**src/hdl/lcs_pkg.sv**
```systemverilog
// Shared types and constants for the LCS length engine.
`default_nettype none

package lcs_pkg;

	localparam int SYM_W = 8;
	localparam int OUT_W = 9;

	// Codes carried in s_tuser.
	localparam logic FUNC_LOAD  = 1'b0;
	localparam logic FUNC_QUERY = 1'b1;

	// Control and symbol that travel with one query symbol down the chain.
	typedef struct packed {
		logic             valid;
		logic             first;
		logic             last;
		logic [SYM_W-1:0] sym;
	} lcs_tok_t;

endpackage

`default_nettype wire

```
**src/hdl/lcs_cell.sv**
```systemverilog
// One cell of the systolic chain: one reference position and its row score.
`default_nettype none

module lcs_cell #(
	parameter int SW  = 9,
	parameter int LW  = 9,
	parameter int IDX = 1
) (
	input  wire                    clk,
	input  wire                    arst_n,
	input  wire                    adv,
	input  wire  [LW-1:0]          ref_len,
	input  wire                    ref_we,
	input  wire  [LW-1:0]          ref_idx,
	input  wire  [lcs_pkg::SYM_W-1:0] ref_sym,
	input  wire  lcs_pkg::lcs_tok_t tok_in,
	input  wire  [SW-1:0]          left_in,
	input  wire  [SW-1:0]          diag_in,
	output lcs_pkg::lcs_tok_t      tok_q,
	output logic [SW-1:0]          left_q,
	output logic [SW-1:0]          diag_q
);
	import lcs_pkg::*;

	localparam logic [LW-1:0] POS = LW'(IDX - 1);

	logic [SYM_W-1:0] ref_q;
	logic [SW-1:0]    score_q;
	logic [SW-1:0]    own;
	logic [SW-1:0]    cell_val;
	logic             in_ref;

	assign in_ref = POS < ref_len;
	assign own    = tok_in.first ? '0 : score_q;

	always_comb begin
		if (!in_ref) begin
			cell_val = left_in;
		end else if (ref_q == tok_in.sym) begin
			cell_val = diag_in + SW'(1);
		end else begin
			cell_val = (left_in > own) ? left_in : own;
		end
	end

	always_ff @(posedge clk) begin
		if (ref_we && ref_idx == POS) begin
			ref_q <= ref_sym;
		end
		if (adv) begin
			if (tok_in.valid) begin
				score_q <= cell_val;
			end
			left_q <= cell_val;
			diag_q <= own;
		end
	end

	always_ff @(posedge clk or negedge arst_n) begin
		if (!arst_n) begin
			tok_q <= '0;
		end else if (adv) begin
			tok_q <= tok_in;
		end
	end

endmodule

`default_nettype wire

```
**config.mk**
```make
export PLATFORM = sky130hd
export DESIGN_NAME = lcs_cell
export DESIGN_NICKNAME = d
export VERILOG_FILES = /design/src/hdl/lcs_pkg.sv /design/src/hdl/lcs_cell.sv
export SDC_FILE = /design/constraint.sdc
export NUM_CORES = 1
export LEC_CHECK = 0
export ABC_CLOCK_PERIOD_IN_PS = 2250
export BUFFER_PORTS_ARGS = -buffer_cell sky130_fd_sc_hd__clkbuf_2
export CAP_MARGIN = 10
export CELL_PAD_IN_SITES_DETAIL_PLACEMENT = 0
export CELL_PAD_IN_SITES_GLOBAL_PLACEMENT = 2
export CORE_ASPECT_RATIO = 0.7
export CORE_MARGIN = 10
export CORE_UTILIZATION = 30
export DETAILED_ROUTE_END_ITERATION = 10
export PLACE_DENSITY = 0.75
export SLEW_MARGIN = 20
export SYNTH_ARGS = -nofsm -noshare
export SYNTH_HDL_FRONTEND = slang
export SYNTH_SLANG_ARGS = --single-unit
```
**constraint.sdc**
```tcl
create_clock -name clk -period 2.25 [get_ports clk]
set_input_delay 0.1125 -clock clk [delete_from_list [all_inputs] [get_ports clk]]
set_output_delay 0.1125 -clock clk [all_outputs]
set_load 0.01 [all_outputs]
```
# Yosys cells after proc, flatten, opt, wreduce, memory -nomap -nowiden

Cells that the tools add are included.

Reduce and logical (&&, ||, !) cells: 3
Magnitude comparators: 2
Bitwise operators: 0
Shifts and indexed selects: 0
Divide/modulo/power cells: 0
Add/sub/neg operators: 1
Multipliers: 0
Muxes and demuxes: 4
Eq/ne operators: 1

Operators by type and width:

| kind                  | number |
|---|---|
| $mux W9               | 4 |
| $add A9 B1 Y9 const B | 1 |
| $gt A9 B9 Y1          | 1 |
| $logic_not A9 Y1      | 1 |
| $lt A1 B9 Y1 const A  | 1 |
| $eq A8 B8 Y1          | 1 |
| $reduce_and A2 Y1     | 1 |
| $logic_and A1 B1 Y1   | 1 |

Memories: 0
Bits in read-only memories: 0
Bits of input ports: 59
Register bits: 46
Bits in latches: 0
Output and inout bits: 29
Logic and storage cells: 19
RAM bits: 0

# Logic depth before layout (Yosys ltp)

Depth in word-level cells: 5
Depth in mapped cells: 9
Mapped depth without buffers: 8

# Worst setup path after synthesis

OpenSTA, ideal clock, no wires.

Path type: input to register
Start: input port ref_idx[7]
End: register ref_q[0], enable pin
Setup time: 395 ps
Path buffers: 0
Cell stages on the path: 2
Data required time: 1855 ps
Slack: 191 ps
Arrival: 1664 ps
Path through: or4b_2 nor4_1

Cells in the longest elaborated chain, start to end: 2

Ends and longest elaborated chain:

| what                 | RTL line       | RTL |
|---|---|---|
| from (decl)          | lcs_cell.sv:14 | `input wire [LW-1:0] ref_idx,` |
| $logic_not A9 Y1     | lcs_cell.sv:47 | `if (ref_we && ref_idx == POS) begin` |
| $logic_and A1 B1 Y1  | lcs_cell.sv:47 |  |
| to (signal assigned) | lcs_cell.sv:48 | `ref_q <= ref_sym;` |
| to (decl)            | lcs_cell.sv:27 | `logic [SYM_W-1:0] ref_q;` |

No other way between the ends.
A chain may end at the register's enable or synchronous reset.

# Worst setup path in the final report

Start: register score_q[6]
End: register left_q[3] (data pin)

Cells in the longest elaborated chain, start to end: 5

Ends and longest elaborated chain:

| what                   | RTL line       | RTL |
|---|---|---|
| from (decl)            | lcs_cell.sv:28 | `logic [SW-1:0] score_q;` |
| from (signal assigned) | lcs_cell.sv:52 | `score_q <= cell_val;` |
| $mux W9                | lcs_cell.sv:34 | `assign own = tok_in.first ? '0 : score_q;` |
| $gt A9 B9 Y1           | lcs_cell.sv:42 | `cell_val = (left_in > own) ? left_in : own;` |
| $mux W9                | lcs_cell.sv:42 |  |
| $mux W9                | lcs_cell.sv:39 | `end else if (ref_q == tok_in.sym) begin` |
| $mux W9                | lcs_cell.sv:37 | `if (!in_ref) begin` |
| named net cell_val[3]  | lcs_cell.sv:30 | `logic [SW-1:0] cell_val;` |
| to (signal assigned)   | lcs_cell.sv:54 | `left_q <= cell_val;` |
| to (decl)              | lcs_cell.sv:20 | `output logic [SW-1:0] left_q,` |

The timed path passes the listed nets, and every way through them passes these cells.

==> results.sh <==
export IMPL_status="finished clean"
export IMPL_power_leakage_nw=1.32
export IMPL_synth_top_family_by_area="simple AND/OR/NAND/NOR gates"
export IMPL_slew_headroom_pct=66.8
export IMPL_nNetsFinal=332
export IMPL_die_w_um=122
export IMPL_ys_seq_elements=46
export IMPL_cts_sinks=46
export IMPL_post_cts_setup_buffers=0
export IMPL_dp_hpwl_um=4580
export IMPL_gr_total_overflow=0
export IMPL_vdd_drop_max_uv=248
export IMPL_synth_mux_area_share_pct=5.68
export IMPL_synth_xor_area_share_pct=6.02
export IMPL_ys_flop_type="edfxtp_1"
export IMPL_areaGrowthSynthToFinish_pct=35.3
export IMPL_multi_input_area_um2=835
export IMPL_syn_inst=159
export IMPL_vias=1611
export IMPL_critPathKind="register to register"
export IMPL_synth_cell_type_count=32
export IMPL_synth_fa_ha_area_share_pct=5.73
export IMPL_cp_data_required_time_ns=2.30
export IMPL_synth_compound_area_share_pct=6.54
export IMPL_slew_viol_final=0
export IMPL_die_h_um=91.4
export IMPL_root_buffer="clkbuf_8"
export IMPL_period_share_pct=95.4
export IMPL_clk_latency_ns=0.30
export IMPL_die_area_um2=11100
export IMPL_fp_row_count=25
export IMPL_grt_usage_pct=10.5
export IMPL_synth_edf_count=35
export IMPL_insertedDiodeCount=0
export IMPL_start_kind="register"
export IMPL_timing_hold_ws_ns=0.0386
export IMPL_power_density_nw_per_um2=621
export IMPL_start_util_pct=31.6
export IMPL_synth_avg_cell_area_um2=13.7
export IMPL_hp_class="input port to register"
export IMPL_grt_pass1_vias=1720
export IMPL_final_layout_size_suffix_gt1_share_pct=43.9
export IMPL_synthArstFlopShare_pct=23.9
export IMPL_vias_per_cell=4.50
export IMPL_drv_cap=0
export IMPL_timing_critical_path_arrival_ns=2.20
export IMPL_cts_tree="yes"
export IMPL_final_area_um2=2950
export IMPL_htree_levels=2
export IMPL_first_pass_iters=4
export IMPL_pin_count=88
export IMPL_critPathCaptureType="register"
export IMPL_clk_path_buf_depth=2
export IMPL_synth_area_um2=2180
export IMPL_totalPowerFinal_w=0.00183
export IMPL_grt_pass1_wl_um=9130
export IMPL_drc=0
export IMPL_critPathSlowestCell="edfxtp_1"
export IMPL_cpPeakStageDelay_ns=0.38
export IMPL_finalSetupViolations=0
export IMPL_cts_inserted_buffers=5
export IMPL_cp_max_fo=8
export IMPL_final_hold_viol_count=0
export IMPL_drtIter0Drc=73
export IMPL_clkTransAtPathRegs_ns=0.09
export IMPL_gp_congestion=0.702
export IMPL_fillers=650
export IMPL_crit_chain="nand2b_1, ha_1, nand4_1, nor2_2, and4_1, a21oi_2, nor2_4, a221o_1"
export IMPL_wire_per_inst_um=16.3
export IMPL_syn_num_nets=228
export IMPL_synth_simple_gate_area_share_pct=12.2
export IMPL_critPathTopFamily="compound AO/OA/AOI/OAI gates"
export IMPL_placed_area_um2=2730
export IMPL_seq_area_frac_synth_pct=60.8
export IMPL_max_freq_mhz=466
export IMPL_final_seq_area_um2=1330
export IMPL_clock_skew_ns=0.00988
export IMPL_cp_num_buf_inv=0
export IMPL_layout_min_cycle_time_ns=2.15
export IMPL_portBuffers=87
export IMPL_finalWirelength_um=5840
export IMPL_detail_route_antenna_nets=0
export IMPL_grt_max_degree=30
export IMPL_worst_pin_slew_ns=0.499
export IMPL_antenna_found_initial=0
export IMPL_core_area_um2=6910
export IMPL_yosys_warnings=0
==> logic make-up (layout without fill, tap and decap cells) <==
logic type	after synthesis	count (layout)
flip-flops	46	46
adder cells (fa/ha/maj)	10	10
XOR/XNOR	15	15
AO/OA/AOI/OAI	18	19
AND/OR/NAND/NOR	45	45
buffers and inverters	14	118
multiplexers	11	11
==> synth_stat cells (2+ instances only) <==
| cell | number | area share, % |
|---|---|---|
| nand2_1 | 5 | 0.86 |
| nand2b_1 | 8 | 2.3 |
| a21oi_1 | 3 | 0.69 |
| xnor2_1 | 3 | 1.2 |
| mux2_2 | 11 | 5.7 |
| nor2b_1 | 3 | 0.86 |
| inv_1 | 11 | 1.9 |
| buf_6 | 2 | 1.0 |
| xor2_1 | 12 | 4.8 |
| dfrtp_1 | 11 | 13 |
| and4_1 | 2 | 0.80 |
| o21ai_0 | 2 | 0.46 |
| nand3_1 | 3 | 0.69 |
| nand4_1 | 2 | 0.57 |
| nor2_1 | 10 | 1.7 |
| a21o_1 | 2 | 0.69 |
| a221o_1 | 8 | 3.7 |
| nor4_1 | 4 | 1.1 |
| ha_1 | 10 | 5.7 |
| edfxtp_1 | 35 | 48 |
==> metal layers <==
layer,GRT usage (%),vias up,routed length [µm]
met5,0,-,0
met4,3.56,0,83
met3,3.65,8,427
met2,15.8,55,2570
met1,13.5,740,2750
li1,-,808,-
==> where the power goes <==
part	leakage (nW)	switching, W	internal, W
combinational	0.809	0.000172	0.000158
sequential	0.468	0.0000205	0.000985
clock	0.0385	0.000278	0.000220
==> cells in the final DEF (no fill, tap or decap), types with 2 or more instances in the layout <==
cell,synthesis,layout
nand2_1,5,5
a21oi_1,3,2
dlygate4sd3_1,0,9
mux2_2,11,11
nor4_1,4,4
nor2_1,10,9
edfxtp_1,35,35
clkbuf_1,0,2
ha_1,10,9
a221o_1,8,8
dfrtp_1,11,11
xor2_1,12,12
and4_1,2,2
inv_1,11,11
nor2b_1,3,3
clkbuf_8,0,5
buf_4,0,3
xnor2_1,3,3
clkbuf_2,0,87
nand2b_1,8,8
o21ai_1,0,2
nand3_1,3,3
nand4_1,2,2
==> metrics by stage <==
step / setup WS [ns] / TNS [ns] / cells / util (%)
global route: -0.0126 / -0.0274 / 358 / 42.7
finish: 0.104 / 0 / 358 / 42.7
detailed placement: -0.0755 / -1.06 / 340 / 39.5
CTS: 0.00746 / 0 / 357 / 42.0
global placement: -0.0259 / -0.241 / 340 / 39.5
floorplan: 0.191 / 0 / 159 / -
==> state kept, by name (all words and copies together) (netlist names) <==
| signal | cells |
|---|---|
| tok_q | 11 |
| diag_q | 9 |
| left_q | 9 |
| score_q | 9 |
| ref_q | 8 |
==> timing repair <==
item                                    CTS  global route
endpoints found under the setup margin    0            18
hold buffers                              9             0
resized for setup                         0             9
endpoints found under the hold margin    19             0
==> worst register-to-register path, cell delays in order (launching register included) <==
cell and delay [ns]:
edfxtp_1 0.38, nand2b_1 0.12, ha_1 0.25, nand4_1 0.14, nor2_2 0.05, and4_1 0.20, a21oi_2 0.26, nor2_4 0.12
a221o_1 0.38
==> final timing paths <==
| kind | from | to | slack, ns | cells after the start |
|---|---|---|---|---|
| max | score_q[6] | left_q[3] | 0.10 | 8 |
| min | tok_in[8] | tok_q[8] | 0.04 | 2 |
| max reg2reg | score_q[6] | left_q[3] | 0.10 | 8 |
| min reg2reg | tok_q[1] | tok_q[1] | 0.51 | 1 |
| max in group asynchronous | arst_n | tok_q[10] | 1.78 | 2 |
| min in group asynchronous | arst_n | tok_q[2] | 0.23 | 2 |
==> layout make-up <==
class | instances | share of cell area, %
Inverter | 11 | 1.40
Sequential cell | 46 | 44.9
Timing Repair Buffer | 99 | 18.6
Clock inverter | 1 | 0.254
Clock buffer | 7 | 2.59
Multi-Input combinational cell | 100 | 28.3
Tap cell | 94 | 3.98
Note: power is estimated with default switching activity, not from simulation.
